**src/rtl/unsorted_min_priority_queue_top_macros.svh**
```systemverilog
// assertion macros shared by the queue modules
`ifndef UNSORTED_MIN_PRIORITY_QUEUE_TOP_MACROS_SVH
`define UNSORTED_MIN_PRIORITY_QUEUE_TOP_MACROS_SVH

// same-cycle implication, quiet during reset
`define UMPQ_ASSERT_NOW(lbl, ante, cons, msg) \
  lbl: assert property (@(posedge clk) disable iff (!rst_n) (ante) |-> (cons)) else $error(msg);

// next-cycle implication, quiet during reset
`define UMPQ_ASSERT_NEXT(lbl, ante, cons, msg) \
  lbl: assert property (@(posedge clk) disable iff (!rst_n) (ante) |=> (cons)) else $error(msg);

`endif

```
**src/rtl/umpq_pkg.sv**
```systemverilog
// shared constants, types and command/status structs of the min-priority queue
package umpq_pkg;

  localparam int DEPTH       = 16;
  localparam int IDX_W       = $clog2(DEPTH);
  localparam int CNT_W       = $clog2(DEPTH + 1);
  localparam int VAL_W       = 32;
  localparam int MODE_W      = 2;
  localparam int STAT_W      = 2;
  localparam int COUNT_OUT_W = 5;

  typedef logic [IDX_W-1:0]        idx_t;
  typedef logic [CNT_W-1:0]        cnt_t;
  typedef logic signed [VAL_W-1:0] val_t;
  typedef logic [MODE_W-1:0]       mode_t;
  typedef logic [STAT_W-1:0]       stat_code_t;

  localparam mode_t MODE_QUERY  = 2'd0;
  localparam mode_t MODE_INSERT = 2'd1;
  localparam mode_t MODE_REMOVE = 2'd2;

  localparam stat_code_t ST_OK    = 2'd0;
  localparam stat_code_t ST_FULL  = 2'd1;
  localparam stat_code_t ST_EMPTY = 2'd2;

  typedef struct packed {
    logic start;   // item accepted, latch it and begin the scan
    logic finish;  // commit the operation and load the result register
  } umpq_cmd_t;

  typedef struct packed {
    logic scan_done;  // last entry is being compared this cycle
    logic out_free;   // result register can take a new item
  } umpq_stat_t;

endpackage

```
**src/rtl/umpq_ctrl.sv**
```systemverilog
// controller: sequences accept, scan and commit of one queue operation
module umpq_ctrl import umpq_pkg::*; (
  input  logic       clk,
  input  logic       rst_n,
  input  logic       in_valid,
  output logic       in_ready,
  input  umpq_stat_t stat,
  output umpq_cmd_t  cmd
);

  typedef enum logic [1:0] {
    S_IDLE,
    S_SCAN,
    S_COMMIT
  } state_t;

  state_t state_r;
  logic   in_ready_r;

  assign in_ready   = in_ready_r;
  assign cmd.start  = in_valid && in_ready_r;
  assign cmd.finish = (state_r == S_COMMIT) && stat.out_free;

  always_ff @(posedge clk) begin
    if (!rst_n) begin
      state_r    <= S_IDLE;
      in_ready_r <= 1'b1;
    end else begin
      case (state_r)
        S_IDLE: begin
          if (cmd.start) begin
            state_r    <= S_SCAN;
            in_ready_r <= 1'b0;
          end
        end
        S_SCAN: begin
          if (stat.scan_done) begin
            state_r <= S_COMMIT;
          end
        end
        S_COMMIT: begin
          // hold until the previous result has been taken
          if (stat.out_free) begin
            state_r    <= S_IDLE;
            in_ready_r <= 1'b1;
          end
        end
        default: begin
          state_r    <= S_IDLE;
          in_ready_r <= 1'b1;
        end
      endcase
    end
  end

`include "unsorted_min_priority_queue_top_macros.svh"

  `UMPQ_ASSERT_NOW(a_ready_only_idle, in_ready_r, state_r == S_IDLE, "ready outside idle")
  `UMPQ_ASSERT_NOW(a_done_in_scan, stat.scan_done, state_r == S_SCAN, "scan done outside scan")
  `UMPQ_ASSERT_NEXT(a_finish_reopens, cmd.finish, in_ready_r, "not ready after commit")

endmodule

```
**config.mk**
```make
export PLATFORM = sky130hd
export DESIGN_NAME = umpq_ctrl
export DESIGN_NICKNAME = d
export VERILOG_FILES = /design/src/rtl/umpq_pkg.sv /design/src/rtl/umpq_ctrl.sv
export VERILOG_INCLUDE_DIRS = /design/src /design/src/rtl
export SDC_FILE = /design/constraint.sdc
export NUM_CORES = 1
export LEC_CHECK = 0
export BUFFER_PORTS_ARGS = -buffer_cell sky130_fd_sc_hd__buf_4
export CAP_MARGIN = 20
export CORE_AREA = 2 2 39 41
export DETAILED_ROUTE_END_ITERATION = 6
export DIE_AREA = 0 0 41 43
export GPL_TIMING_DRIVEN = 0
export PLACE_DENSITY = 0.3
export SYNTH_ARGS = -nofsm -noshare
export SYNTH_HDL_FRONTEND = slang
export SYNTH_SLANG_ARGS = --single-unit
```
**constraint.sdc**
```tcl
create_clock -name clk -period 2.4 [get_ports clk]
set_input_delay 0.36 -clock clk [delete_from_list [all_inputs] [get_ports clk]]
set_output_delay 0.36 -clock clk [all_outputs]
set_load 0.02 [all_outputs]
```
==> metrics.txt <==
Total GRT Usage=5.02%; FMAX=782 MHz; number of global-route vias before repair=133; most frequent cells in the layout=7 x buf_4, 3 x clkbuf_4, 3 x dfxtp_1; drt wl/cell=7.89 um; Critical Path Fanout Max=6; Routability Congestion=0.615; Tmin final=1280 ps; initial antenna violation count=0; full die area=1760 um2; Initial Utilization=10.5%; # rows=14; DRC=0; post-CTS setup buffers=0; final WL=347 um; clock network power share=50.8%; Max IR drop VDD=138 uV; Final Hold Viols=0; CTS Hold Buffers Added=0; Final setup viols=0; Async S/R FF share, synth=0%; status=finished, final reports clean; setup_tns=0 ps; Synth top area share=41.4%; Vert. Die Dim=43 um; combinational power share=15.6%; vias per cell=3.43; Hold Crit Depth=2; Max clock buf depth=2; number of synthesized flops with an enable pin=0; most frequent cell after synthesis=dfxtp_1; max capacitance violation total=0; Reg power frac=33.6%; Startpoint Class=flip-flop; Mapped Nets=22; synthesized instance count=17; CP endpoint kind=primary output; worst endpoint required time=2040 ps; clk_skew=2.09 ps; sequential share of the synthesized area=41.4%; synthesized area=145 um2; Sw Ratio=24.6%; Nets=34; P_leak=0.105 nW; core area=1380 um2; first-pass GRT wire length=503 um; Top-Level Pins=8; critical path class=flip-flop to primary output; largest net degree at the start of global routing=7; via count=151; synthesized flop and latch total=3; commonest cells in the netlist=3 x dfxtp_1, 2 x nor2_1; IO Port Bufs=7; number of cells on the worst reg-to-reg path=2; post-route ant nets=0; number of antenna diodes=0; CTS Buf Count=3; library cells used by synthesis=14; period utilization=53.3%; most common cell after layout, fill and taps aside=buf_4; RSZ-0062 raised after global routing=false; Pre-antenna DRT Iters=4; setup ws final=1120 ps; CTS tree=done; fillers=165; CTS clk-pin slew, worst paths=40 ps; Synth area leaders=dfxtp_1 41%, mux2i_1 6.9%, or3b_1 6.0%; Layout Area Growth over Synthesis=68.1%; largest area contributor in the netlist=dfxtp_1; Setup WS pre-CTS=1260 ps; Primary FF master, synth=dfxtp_1; die span in x=41 um; power per cell area=716 nW/um2; Syn Area/Cell=8.54 um2; Net Sw Power=0.0430 mW; YS warnings=0; Worst Max-Slew Pin Slew=178 ps; Pint=0.132 mW; grt total ovfl=0; htree depth=1; max-slew violation count=0; CTS Sinks=3; initial detailed-routing violation count=6; share of cells above drive strength 1=39.3%; post_cts resized=0; final design utilization=17.6%; Rel. slew slack=88.1%; Worst Path Arrival=920 ps; CTS Root Cell=clkbuf_4; Hold WC Path Type=primary input to flip-flop; worst-skew pair later-pin latency=230 ps; Detail Placement HPWL=263 um
[power by group through the flow]
stage	clock network (mW)	logic (mW)	registers (mW)
after floorplan	0	0.0125	0.0606
after global placement	0	0.0278	0.0595
after detailed placement	0	0.0276	0.0594
after CTS	0.0920	0.0277	0.0586
after global routing	0.0948	0.0298	0.0592
final	0.0888	0.0273	0.0586
[registers in the layout, summed over array words and instances, names as in the netlist]
| name | cells |
|---|---|
| in_ready | 1 |
| state_r | 2 |
[area by class of cell]
class | count | area, um2 | area share (%)
Timing Repair Buffer | 7 | 52.6 | 21.5
Clock buffer | 4 | 26.3 | 10.8
Multi-Input combinational cell | 13 | 81.3 | 33.3
Sequential cell | 3 | 60.1 | 24.6
Inverter | 1 | 3.75 | 1.54
Tap cell | 16 | 20.0 | 8.21
[per-stage QoR]
step / instances / hold WS, ps / instance area (um2) / power [mW]
after global placement: 40 / 507 / 218 / 0.0873
final: 44 / 324 / 244 / 0.175
after floorplan: 17 / 440 / 145 / 0.0731
after detailed placement: 40 / 505 / 218 / 0.0870
after global routing: 44 / 328 / 244 / 0.184
after CTS: 44 / 324 / 244 / 0.178
[kinds of logic after synthesis]
family,after synthesis,synth area share (%)
buffers and inverters,1,2.58
AND/OR/NAND/NOR,9,37.1
AO/OA/AOI/OAI,3,12.1
flip-flops,3,41.4
multiplexers,1,6.90
[routing by layer]
layer	global-route usage, %	vias to the layer above	wire length [um]
li1	-	78	-
met1	5.79	63	164
met2	4.38	8	123
met3	3.14	2	52
met4	8.00	0	6
met5	0	-	0
[path summary, 6_finish.rpt]
kind / startpoint / to / slack [ps]
setup / recovery: state_r[1] / cmd[0] / 1120
hold / removal: rst_n / in_ready / 320
setup reg to reg: state_r[1] / state_r[1] / 1460
hold reg to reg: state_r[1] / state_r[0] / 510
[worst max-delay path, cell delays in order (launching register included)]
cell and delay, ps:
dfxtp_1 390, nand2_1 70, nor2_1 90, buf_4 150
(Power assumes the default switching activity.)
