$ cat config.mk
export PLATFORM = sky130hd
export DESIGN_NAME = umpq_dp
export DESIGN_NICKNAME = d
export VERILOG_FILES = /design/src/rtl/umpq_pkg.sv /design/src/rtl/umpq_dp.sv
export VERILOG_INCLUDE_DIRS = /design/src /design/src/rtl
export SDC_FILE = /design/constraint.sdc
export NUM_CORES = 1
export LEC_CHECK = 0
export BUFFER_PORTS_ARGS = -buffer_cell sky130_fd_sc_hd__buf_2
export CORE_ASPECT_RATIO = 0.5
export CORE_MARGIN = 1.5
export CORE_UTILIZATION = 50
export CTS_CLUSTER_SIZE = 30
export DETAILED_ROUTE_END_ITERATION = 10
export HOLD_SLACK_MARGIN = 0.15
export PLACE_DENSITY = 0.7
export SETUP_SLACK_MARGIN = 0.05
export SLEW_MARGIN = 15
export SYNTH_ARGS = -nofsm -noshare
export SYNTH_HDL_FRONTEND = slang
export SYNTH_SLANG_ARGS = --single-unit
$ cat constraint.sdc
create_clock -name clk -period 4.93 [get_ports clk]
set_input_delay 0.986 -clock clk [delete_from_list [all_inputs] [get_ports clk]]
set_output_delay 0.986 -clock clk [all_outputs]
set_load 0.03 [all_outputs]
$ cat src/rtl/unsorted_min_priority_queue_top_macros.svh
// assertion macros shared by the queue modules
`ifndef UNSORTED_MIN_PRIORITY_QUEUE_TOP_MACROS_SVH
`define UNSORTED_MIN_PRIORITY_QUEUE_TOP_MACROS_SVH

// same-cycle implication, quiet during reset
`define UMPQ_ASSERT_NOW(lbl, ante, cons, msg) \
  lbl: assert property (@(posedge clk) disable iff (!rst_n) (ante) |-> (cons)) else $error(msg);

// next-cycle implication, quiet during reset
`define UMPQ_ASSERT_NEXT(lbl, ante, cons, msg) \
  lbl: assert property (@(posedge clk) disable iff (!rst_n) (ante) |=> (cons)) else $error(msg);

`endif

$ cat src/rtl/umpq_pkg.sv
// shared constants, types and command/status structs of the min-priority queue
package umpq_pkg;

  localparam int DEPTH       = 16;
  localparam int IDX_W       = $clog2(DEPTH);
  localparam int CNT_W       = $clog2(DEPTH + 1);
  localparam int VAL_W       = 32;
  localparam int MODE_W      = 2;
  localparam int STAT_W      = 2;
  localparam int COUNT_OUT_W = 5;

  typedef logic [IDX_W-1:0]        idx_t;
  typedef logic [CNT_W-1:0]        cnt_t;
  typedef logic signed [VAL_W-1:0] val_t;
  typedef logic [MODE_W-1:0]       mode_t;
  typedef logic [STAT_W-1:0]       stat_code_t;

  localparam mode_t MODE_QUERY  = 2'd0;
  localparam mode_t MODE_INSERT = 2'd1;
  localparam mode_t MODE_REMOVE = 2'd2;

  localparam stat_code_t ST_OK    = 2'd0;
  localparam stat_code_t ST_FULL  = 2'd1;
  localparam stat_code_t ST_EMPTY = 2'd2;

  typedef struct packed {
    logic start;   // item accepted, latch it and begin the scan
    logic finish;  // commit the operation and load the result register
  } umpq_cmd_t;

  typedef struct packed {
    logic scan_done;  // last entry is being compared this cycle
    logic out_free;   // result register can take a new item
  } umpq_stat_t;

endpackage

$ cat src/rtl/umpq_dp.sv
// datapath: entry store, valid marks, count, min scan and result register
module umpq_dp import umpq_pkg::*; (
  input  logic                   clk,
  input  logic                   rst_n,
  input  umpq_cmd_t              cmd,
  output umpq_stat_t             stat,
  input  mode_t                  in_mode,
  input  val_t                   in_value,
  output logic                   out_valid,
  input  logic                   out_ready,
  output val_t                   out_taken_value,
  output val_t                   out_min_value,
  output logic [COUNT_OUT_W-1:0] out_entry_count,
  output logic                   out_is_empty,
  output stat_code_t             out_status
);

  val_t             mem_r [DEPTH];
  logic [DEPTH-1:0] valid_r;
  cnt_t             count_r;

  mode_t op_mode_r;
  val_t  op_value_r;

  // scan pipeline: address issue, then registered read and compare
  logic issuing_r;
  idx_t rd_idx_r;
  logic stg_vld_r;
  idx_t stg_idx_r;
  logic stg_ent_r;
  val_t rd_data_r;

  // running smallest and second smallest, first free slot
  logic best_has_r;
  val_t best_r;
  idx_t best_idx_r;
  logic sec_has_r;
  val_t sec_r;
  logic free_found_r;
  idx_t free_idx_r;

  logic                   out_valid_r;
  val_t                   out_taken_r;
  val_t                   out_min_r;
  logic [COUNT_OUT_W-1:0] out_cnt_r;
  logic                   out_empty_r;
  stat_code_t             out_status_r;

  logic       last_issue;
  logic       take_best;
  logic       take_sec;
  logic       take_free;
  logic       wr_en;
  logic       clr_en;
  cnt_t       cnt_nxt;
  val_t       taken_nxt;
  val_t       min_nxt;
  stat_code_t status_nxt;

  assign last_issue = issuing_r && (rd_idx_r == IDX_W'(DEPTH - 1));

  assign stat.scan_done = stg_vld_r && (stg_idx_r == IDX_W'(DEPTH - 1));
  assign stat.out_free  = !out_valid_r || out_ready;

  // strict less keeps the lowest index among equal values
  assign take_best = stg_vld_r && stg_ent_r && (!best_has_r || (rd_data_r < best_r));
  assign take_sec  = stg_vld_r && stg_ent_r && !take_best && (!sec_has_r || (rd_data_r < sec_r));
  assign take_free = stg_vld_r && !stg_ent_r && !free_found_r;

  always_comb begin
    wr_en      = 1'b0;
    clr_en     = 1'b0;
    cnt_nxt    = count_r;
    taken_nxt  = '0;
    status_nxt = ST_OK;
    min_nxt    = best_has_r ? best_r : '0;
    case (op_mode_r)
      MODE_INSERT: begin
        if (count_r == CNT_W'(DEPTH)) begin
          status_nxt = ST_FULL;
        end else begin
          wr_en   = 1'b1;
          cnt_nxt = cnt_t'(count_r + 1'b1);
          if (!best_has_r || (op_value_r < best_r)) begin
            min_nxt = op_value_r;
          end
        end
      end
      MODE_REMOVE: begin
        if (!best_has_r) begin
          status_nxt = ST_EMPTY;
        end else begin
          clr_en    = 1'b1;
          cnt_nxt   = cnt_t'(count_r - 1'b1);
          taken_nxt = best_r;
          min_nxt   = sec_has_r ? sec_r : '0;
        end
      end
      default: begin
      end
    endcase
  end

  // control state
  always_ff @(posedge clk) begin
    if (!rst_n) begin
      valid_r      <= '0;
      count_r      <= '0;
      issuing_r    <= 1'b0;
      rd_idx_r     <= '0;
      stg_vld_r    <= 1'b0;
      best_has_r   <= 1'b0;
      sec_has_r    <= 1'b0;
      free_found_r <= 1'b0;
      out_valid_r  <= 1'b0;
    end else begin
      stg_vld_r <= issuing_r;
      if (cmd.start) begin
        issuing_r    <= 1'b1;
        rd_idx_r     <= '0;
        best_has_r   <= 1'b0;
        sec_has_r    <= 1'b0;
        free_found_r <= 1'b0;
      end else begin
        if (issuing_r) begin
          rd_idx_r <= idx_t'(rd_idx_r + 1'b1);
        end
        if (last_issue) begin
          issuing_r <= 1'b0;
        end
        if (take_best) begin
          best_has_r <= 1'b1;
          sec_has_r  <= best_has_r;
        end else if (take_sec) begin
          sec_has_r <= 1'b1;
        end
        if (take_free) begin
          free_found_r <= 1'b1;
        end
      end
      if (cmd.finish) begin
        count_r     <= cnt_nxt;
        out_valid_r <= 1'b1;
        if (wr_en) begin
          valid_r[free_idx_r] <= 1'b1;
        end
        if (clr_en) begin
          valid_r[best_idx_r] <= 1'b0;
        end
      end else if (out_ready) begin
        out_valid_r <= 1'b0;
      end
    end
  end

  // payload registers
  always_ff @(posedge clk) begin
    stg_idx_r <= rd_idx_r;
    stg_ent_r <= valid_r[rd_idx_r];
    if (cmd.start) begin
      op_mode_r  <= in_mode;
      op_value_r <= in_value;
    end
    if (take_best) begin
      best_r     <= rd_data_r;
      best_idx_r <= stg_idx_r;
      sec_r      <= best_r;
    end else if (take_sec) begin
      sec_r <= rd_data_r;
    end
    if (take_free) begin
      free_idx_r <= stg_idx_r;
    end
    if (cmd.finish) begin
      out_taken_r  <= taken_nxt;
      out_min_r    <= min_nxt;
      out_cnt_r    <= COUNT_OUT_W'(cnt_nxt);
      out_empty_r  <= (cnt_nxt == '0);
      out_status_r <= status_nxt;
    end
  end

  // entry store: one write port, one registered read port
  always_ff @(posedge clk) begin
    if (cmd.finish && wr_en) begin
      mem_r[free_idx_r] <= op_value_r;
    end
    rd_data_r <= mem_r[rd_idx_r];
  end

  assign out_valid       = out_valid_r;
  assign out_taken_value = out_taken_r;
  assign out_min_value   = out_min_r;
  assign out_entry_count = out_cnt_r;
  assign out_is_empty    = out_empty_r;
  assign out_status      = out_status_r;

`include "unsorted_min_priority_queue_top_macros.svh"

  `UMPQ_ASSERT_NOW(a_count_range, 1'b1, count_r <= CNT_W'(DEPTH), "count above depth")
  `UMPQ_ASSERT_NOW(a_count_marks, 1'b1, $countones(valid_r) == count_r, "count off valid marks")
  `UMPQ_ASSERT_NOW(a_finish_idle, cmd.finish, !issuing_r && !stg_vld_r, "commit during scan")

endmodule
==> impl_metrics.ini, run 1 <==
[outcome]
status = finished clean

[setup_path]
path_cells = ha_1 -> a211oi_1 -> o21ai_1 -> a41oi_1 -> o41ai_1 -> a311o_1 -> o21ai_1 -> and2_1 -> buf_4 -> a221o_1
cp.required_ns = 5.42
crit_top_cell = o21ai_1
cp-end-kind = flip-flop
critical-path-slowest-cell = edfxtp_1
max_stage_delay_ns = 0.83
arrival_ns = 4.64
critPathBufInv = 1
path_max_fanout = 20
critPathLaunchType = flip-flop
crit_type = reg2reg
crit_family = compound AO/OA/AOI/OAI gates

[power_and_ir_drop]
pwr-share-comb_pct = 4.3
power.switching_mw = 2.73
clockPowerShare_pct = 39.4
pwr-share-seq_pct = 56.2
powerDensity_nw_per_um2 = 372
power.internal_mw = 10.1
ir_drop_mv = 0.266
switching_share_pct = 21.2
p_leak_nw = 11.8

[cells_and_area]
fin_util_pct = 57.9
antennaDiodeCount = 0
areaGrowthSynthToFinish_pct = 13.6
final_area_um2 = 34600
layout_commonest_cell = edfxtp_1
nNetsFinal = 1907
final_cell_mix = edfxtp_1, mux4_2, buf_2
drive_gt1_share_pct = 27.6

[sta]
min_period_over_period_pct = 84.2
min_period_ns = 4.15
tns_ns = 0
worst_pin_slew_ns = 0.950
fin_ws_ns = 0.780
finalHoldViolCount = 0
drv_slew = 0
setup_viol = 0
rsz0062_at_grt = false
max_freq_mhz = 241
skew_ns = 0.0256
maxSlewHeadroom_pct = 36.7

[global_route]
grt_pass1_wl_mm = 108
track_usage_pct = 24.4
grt_max_degree = 69
antenna_found_initial = 3
grt_overflow_total = 0
grt_pass1_vias = 15700

[synth]
synth_nets = 1732
synth_area_um2 = 30400
synth_flop_cell = edfxtp_1
ys_seq_area_share_pct = 72.6
syn_avg_cell_area_um2 = 19.1
ys_types = 55
synth.ff_latch_count = 758
synth-edff-count = 690
synthArstFlopShare_pct = 0
yosys_warnings = 0
syn_inst = 1595

[clock_tree]
hold_buffers = 0
h-tree-depth = 2
clockRootBuffer = clkbuf_16
insertion_delay_ns = 0.64
clk_pin_slew_worst_paths_ns = 0.07
cts-resized-gates = 0
clock_sinks = 758
cts_buffers = 61
post_cts_buffers = 0
cts_tree = yes
cts_buffer_depth = 3

[drt]
drt_iter0_markers = 1927
ant_nets = 0
first_pass_iters = 5
via_per_inst = 6.12
drc = 0
vias = 16100
routed_wl_mm = 74.9
routedWlPerCell_um = 28.4

[placement]
dp_slack_ns = 0.890
numPortBuffers = 113
dp_hpwl_mm = 46.8
place_area_um2 = 32500
gp_congestion = 0.887

[floorplan]
num_rows = 63
start_util_pct = 51.0
die_w_um = 352
core_um2 = 59700
num_io_pins = 114
die-area_um2 = 62400
die_y_um = 177

[run]
cap_violations = 0

[min_path]
hold_path.class = reg2reg
worst reg2reg max path, delay by kind of cell, from the launching register on:
family	cells	cell delay, ns
buffers and inverters	1	0.41
adders and majority gates	1	0.37
DFF	1	0.83
AOI/OAI and AO/OA	7	1.97
and+or+nand+nor	1	0.42
flip-flops by register name, summed over array words and instances (netlist names), 2 cells and up:
name             cells
best_idx_r           4
best_r              32
count_r              5
free_idx_r           4
mem_r              512
op_mode_r            2
op_value_r          32
out_entry_count      5
out_min_value       32
out_status           2
out_taken_value     32
rd_data_r           32
rd_idx_r             4
sec_r               32
stg_idx_r            4
valid_r             16
layer usage:
| layer | share of wire, % | up-vias | track usage [%] |
|---|---|---|---|
| li1 | - | 6833 | - |
| met1 | 44 | 8421 | 38.7 |
| met2 | 44 | 775 | 35.9 |
| met3 | 10 | 79 | 4.34 |
| met4 | 1.4 | 2 | 4.53 |
| met5 | 0.017 | - | 0 |
final cells by class:
class | count | area (um2)
well taps | 812 | 1020
inverters | 73 | 274
flip-flops and latches | 758 | 22100
repair buffers | 175 | 1150
clock inverters | 40 | 428
clock buffers | 75 | 1650
fillers | 4392 | 25100
multi-input cells | 701 | 7950
synth_stat cells, types with 26 or more instances:
cell / instances / area [um2]
nand2_1: 34 / 128
edfxtp_1: 690 / 20700
dfxtp_1: 68 / 1360
mux2_2: 26 / 293
a221o_1: 28 / 280
ha_1: 98 / 1230
nor2_1: 78 / 293
a21oi_1: 42 / 210
inv_1: 73 / 274
mux4_2: 165 / 3720
and2_1: 29 / 181
clkbuf_1: 37 / 139
worst paths after layout:
| check | from | to | slack, ns | cells past startpoint |
|---|---|---|---|---|
| worst min-delay path | sec_has_r | sec_has_r | 0.47 | 2 |
| worst max-delay path | op_value_r[2] | out_min_value[20] | 0.78 | 10 |
| worst max register to register | op_value_r[2] | out_min_value[20] | 0.78 | 10 |
| worst min register to register | sec_has_r | sec_has_r | 0.47 | 2 |
power groups by stage:
| stage | clock (mW) | combinational, mW | sequential [mW] |
|---|---|---|---|
| after detailed placement | 0 | 0.555 | 7.38 |
| after global routing | 5.37 | 0.596 | 7.25 |
| after floorplan | 0 | 0.249 | 7.41 |
| after global placement | 0 | 0.546 | 7.37 |
| final | 5.07 | 0.557 | 7.24 |
| after CTS | 5.14 | 0.556 | 7.24 |
metrics by stage:
| step | hold slack (ns) | total power, mW | std cells |
|---|---|---|---|
| floorplan | 0.329 | 7.66 | 1595 |
| global placement | 0.445 | 7.92 | 2519 |
| detailed placement | 0.444 | 7.93 | 2519 |
| CTS | 0.473 | 12.9 | 2634 |
| global route | 0.496 | 13.2 | 2634 |
| finish | 0.471 | 12.9 | 2634 |
kinds of logic (layout without fill, tap and decap cells):
logic type               Yosys count  in the layout  share of synthesized area (%)
AND/OR/NAND/NOR                  216            216                           3.50
AO/OA/AOI/OAI                    181            181                           4.46
adder cells (fa/ha/maj)           98             98                           4.03
flip-flops                       758            758                           72.6
multiplexers                     201            201                           13.5
buffers and inverters            136            363                           1.76
XOR/XNOR                           5              5                          0.144
(Power assumes the default switching activity.)
==> run 2: changes to the inputs <==
ABC_AREA = 1   (was unset)
clock period = 4.1 ns   (was 4.93 ns; I/O delays follow)
==> impl_metrics.ini, run 2 <==
[clock_tree]
clockRootBuffer = clkbuf_16
cts_buffers = 68
hold_buffers = 0
cts_tree = yes
cts-resized-gates = 0
insertion_delay_ns = 0.61
clock_sinks = 758
cts_buffer_depth = 3
post_cts_buffers = 0
clk_pin_slew_worst_paths_ns = 0.07
h-tree-depth = 3

[synth]
yosysTopAreaCellShare_pct = 63.9
synth_flop_cell = edfxtp_1
synth-edff-count = 690
synthTopCellsByArea = edfxtp_1, dfxtp_1, mux2i_1
synth_top_area_cell = edfxtp_1
synth_area_um2 = 32400
syn_inst = 2581
ys_seq_area_share_pct = 68.1
syn_avg_cell_area_um2 = 12.6
synth.most_common_cell = edfxtp_1
synth.ff_latch_count = 758
synth_nets = 2718
synthArstFlopShare_pct = 0
synth_top_cells_by_count = edfxtp_1, inv_1, nand2_1
ys_types = 40
yosys_warnings = 0

[placement]
numPortBuffers = 113
gp_congestion = 0.887
dp_hpwl_mm = 56.9
dpl.cell_count = 3505

[sta]
maxSlewHeadroom_pct = 28.2
worst_pin_slew_ns = 1.08
rsz0062_at_grt = false
skew_ns = 0.0173
drv_slew = 0
min_period_over_period_pct = 87.7
finalHoldViolCount = 0
tns_ns = 0
max_freq_mhz = 278
setup_viol = 0
min_period_ns = 3.60

[drt]
drt_iter0_markers = 3293
ant_nets = 0
first_pass_iters = 6
routed_wl_mm = 91.4
routedWlPerCell_um = 25.2
vias = 21700
via_per_inst = 5.98
drc = 0

[power_and_ir_drop]
switching_share_pct = 22.8
pwr-share-seq_pct = 52.5
clockPowerShare_pct = 40.7
pwr-share-comb_pct = 6.8
p_leak_nw = 13.4
power.switching_mw = 3.85
powerDensity_nw_per_um2 = 459
ir_drop_mv = 0.335
power.internal_mw = 13.0

[setup_path]
cp.required_ns = 4.46
critPathLaunchType = flip-flop
r2r_end = out_min_value[11]
cp-endpoint = out_min_value[11]
cp-end-kind = flip-flop
crit_type = reg2reg
arrival_ns = 3.95
r2r_start = op_value_r[7]
worstSetupStartpoint = op_value_r[7]
path_max_fanout = 33
r2r_setup_slack_ns = 0.50
worstRegToRegCells = 15

[floorplan]
die-area_um2 = 66500
num_rows = 65
die_w_um = 363
die_y_um = 183
num_io_pins = 114
start_util_pct = 51.0
core_um2 = 63600

[cells_and_area]
nNetsFinal = 2841
areaGrowthSynthToFinish_pct = 13.3
multi_input_area_um2 = 8760
largest_reg_flops = 512
final_cell_mix = edfxtp_1, inv_1, nand2_1
layout_commonest_cell = edfxtp_1
seqCellArea_um2 = 22100
max_flop_register = mem_r
finalNonFillerCells = 3634
drive_gt1_share_pct = 13.3
n_fill_cell = 5097

[global_route]
grt_overflow_total = 0
grt_max_degree = 77
track_usage_pct = 27.5
grt_pass1_vias = 20300
antenna_found_initial = 8
grt_pass1_wl_mm = 134

[outcome]
status = finished clean

[run]
cap_violations = 0

[min_path]
hold_path.class = in2reg
run 2: cell types whose count changed in the layout (fill, tap and decap cells not counted), moves of 133 or more:
cell | before | now
nand2_1 | 34 | 241
mux4_2 | 165 | 0
inv_1 | 73 | 281
o21ai_0 | 18 | 185
o211ai_1 | 0 | 133
a21oi_1 | 42 | 239
run 2: routing by layer:
metal	wire (um)	share of wire, %	track usage, %	vias up
met1	38600	42	41.7	10700
met5	19	0.021	0	-
met4	1940	2.1	6.78	2
li1	-	-	-	9643
met2	39300	43	39.6	1271
met3	11500	13	6.70	149
run 2: through the flow:
stage               hold WS (ns)  setup slack (ns)  utilization (%)  total power [mW]  area, um2
floorplan                  0.329             0.842                -              9.65      32400
finish                     0.383             0.503             57.8              16.9      36800
detailed placement         0.464             0.594             54.0              10.1      34300
CTS                        0.364             0.568             57.8              16.9      36700
global placement           0.455             0.687             54.0              10.1      34300
global route               0.364             0.180             57.8              17.3      36700
run 2: final cells by class:
cell class / count / area share (%)
sequential: 758 / 60.1
timing repair buffer: 194 / 3.57
clock inverter: 32 / 1.19
multi-input combinational: 1395 / 23.8
clock buffer: 93 / 5.33
inverter: 287 / 2.95
tap: 871 / 2.97
antenna: 4 / 0.0272
run 2: power by group through the flow:
stage               Clock [mW]  Combinational, mW  Sequential (mW)
floorplan                    0              0.604             9.05
global placement             0               1.09             9.01
detailed placement           0               1.12             9.01
CTS                       6.91               1.12             8.85
global route              7.22               1.23             8.86
finish                    6.86               1.14             8.86
run 2: how the worst min path moves through the flow:
stage | depth (start not counted) | slack, ns | to | from
2_1_floorplan | 0 | 0.33 | stg_idx_r[2] | rd_idx_r[2]
3_3_place_gp | 2 | 0.45 | free_found_r | free_found_r
3_5_place_dp | 0 | 0.46 | free_idx_r[1] | stg_idx_r[1]
4_1_cts | 1 | 0.36 | op_value_r[31] | in_value[31]
5_1_grt | 1 | 0.36 | op_value_r[14] | in_value[14]
6_report | 1 | 0.38 | op_value_r[31] | in_value[31]
run 2: cells by family (layout without fill, tap and decap cells):
kind of cell | count (synthesis) | in the layout | share of synthesized area (%)
AOI/OAI and AO/OA | 629 | 629 | 11.5
buffers and inverters | 428 | 606 | 5.26
DFF | 758 | 758 | 68.1
muxes | 132 | 132 | 4.07
xor gates and xnor gates | 1 | 1 | 0.0270
other | 0 | 4 | 0
adders and majority gates | 98 | 98 | 3.78
and+or+nand+nor | 535 | 535 | 7.22
run 2: worst max-delay path, stage by stage, from the launching register on:
cell and delay (ns):
edfxtp_1 0.83, ha_1 0.36, nand2_1 0.07, inv_1 0.03, nor3_1 0.15, nand2_1 0.14, nand2_1 0.09, nand2_1 0.07
nand2_2 0.09, nand2_1 0.07, nand2_2 0.22, nand3_4 0.45, nand2_4 0.45, nand2_1 0.09, nand3_1 0.12, a21oi_2 0.07
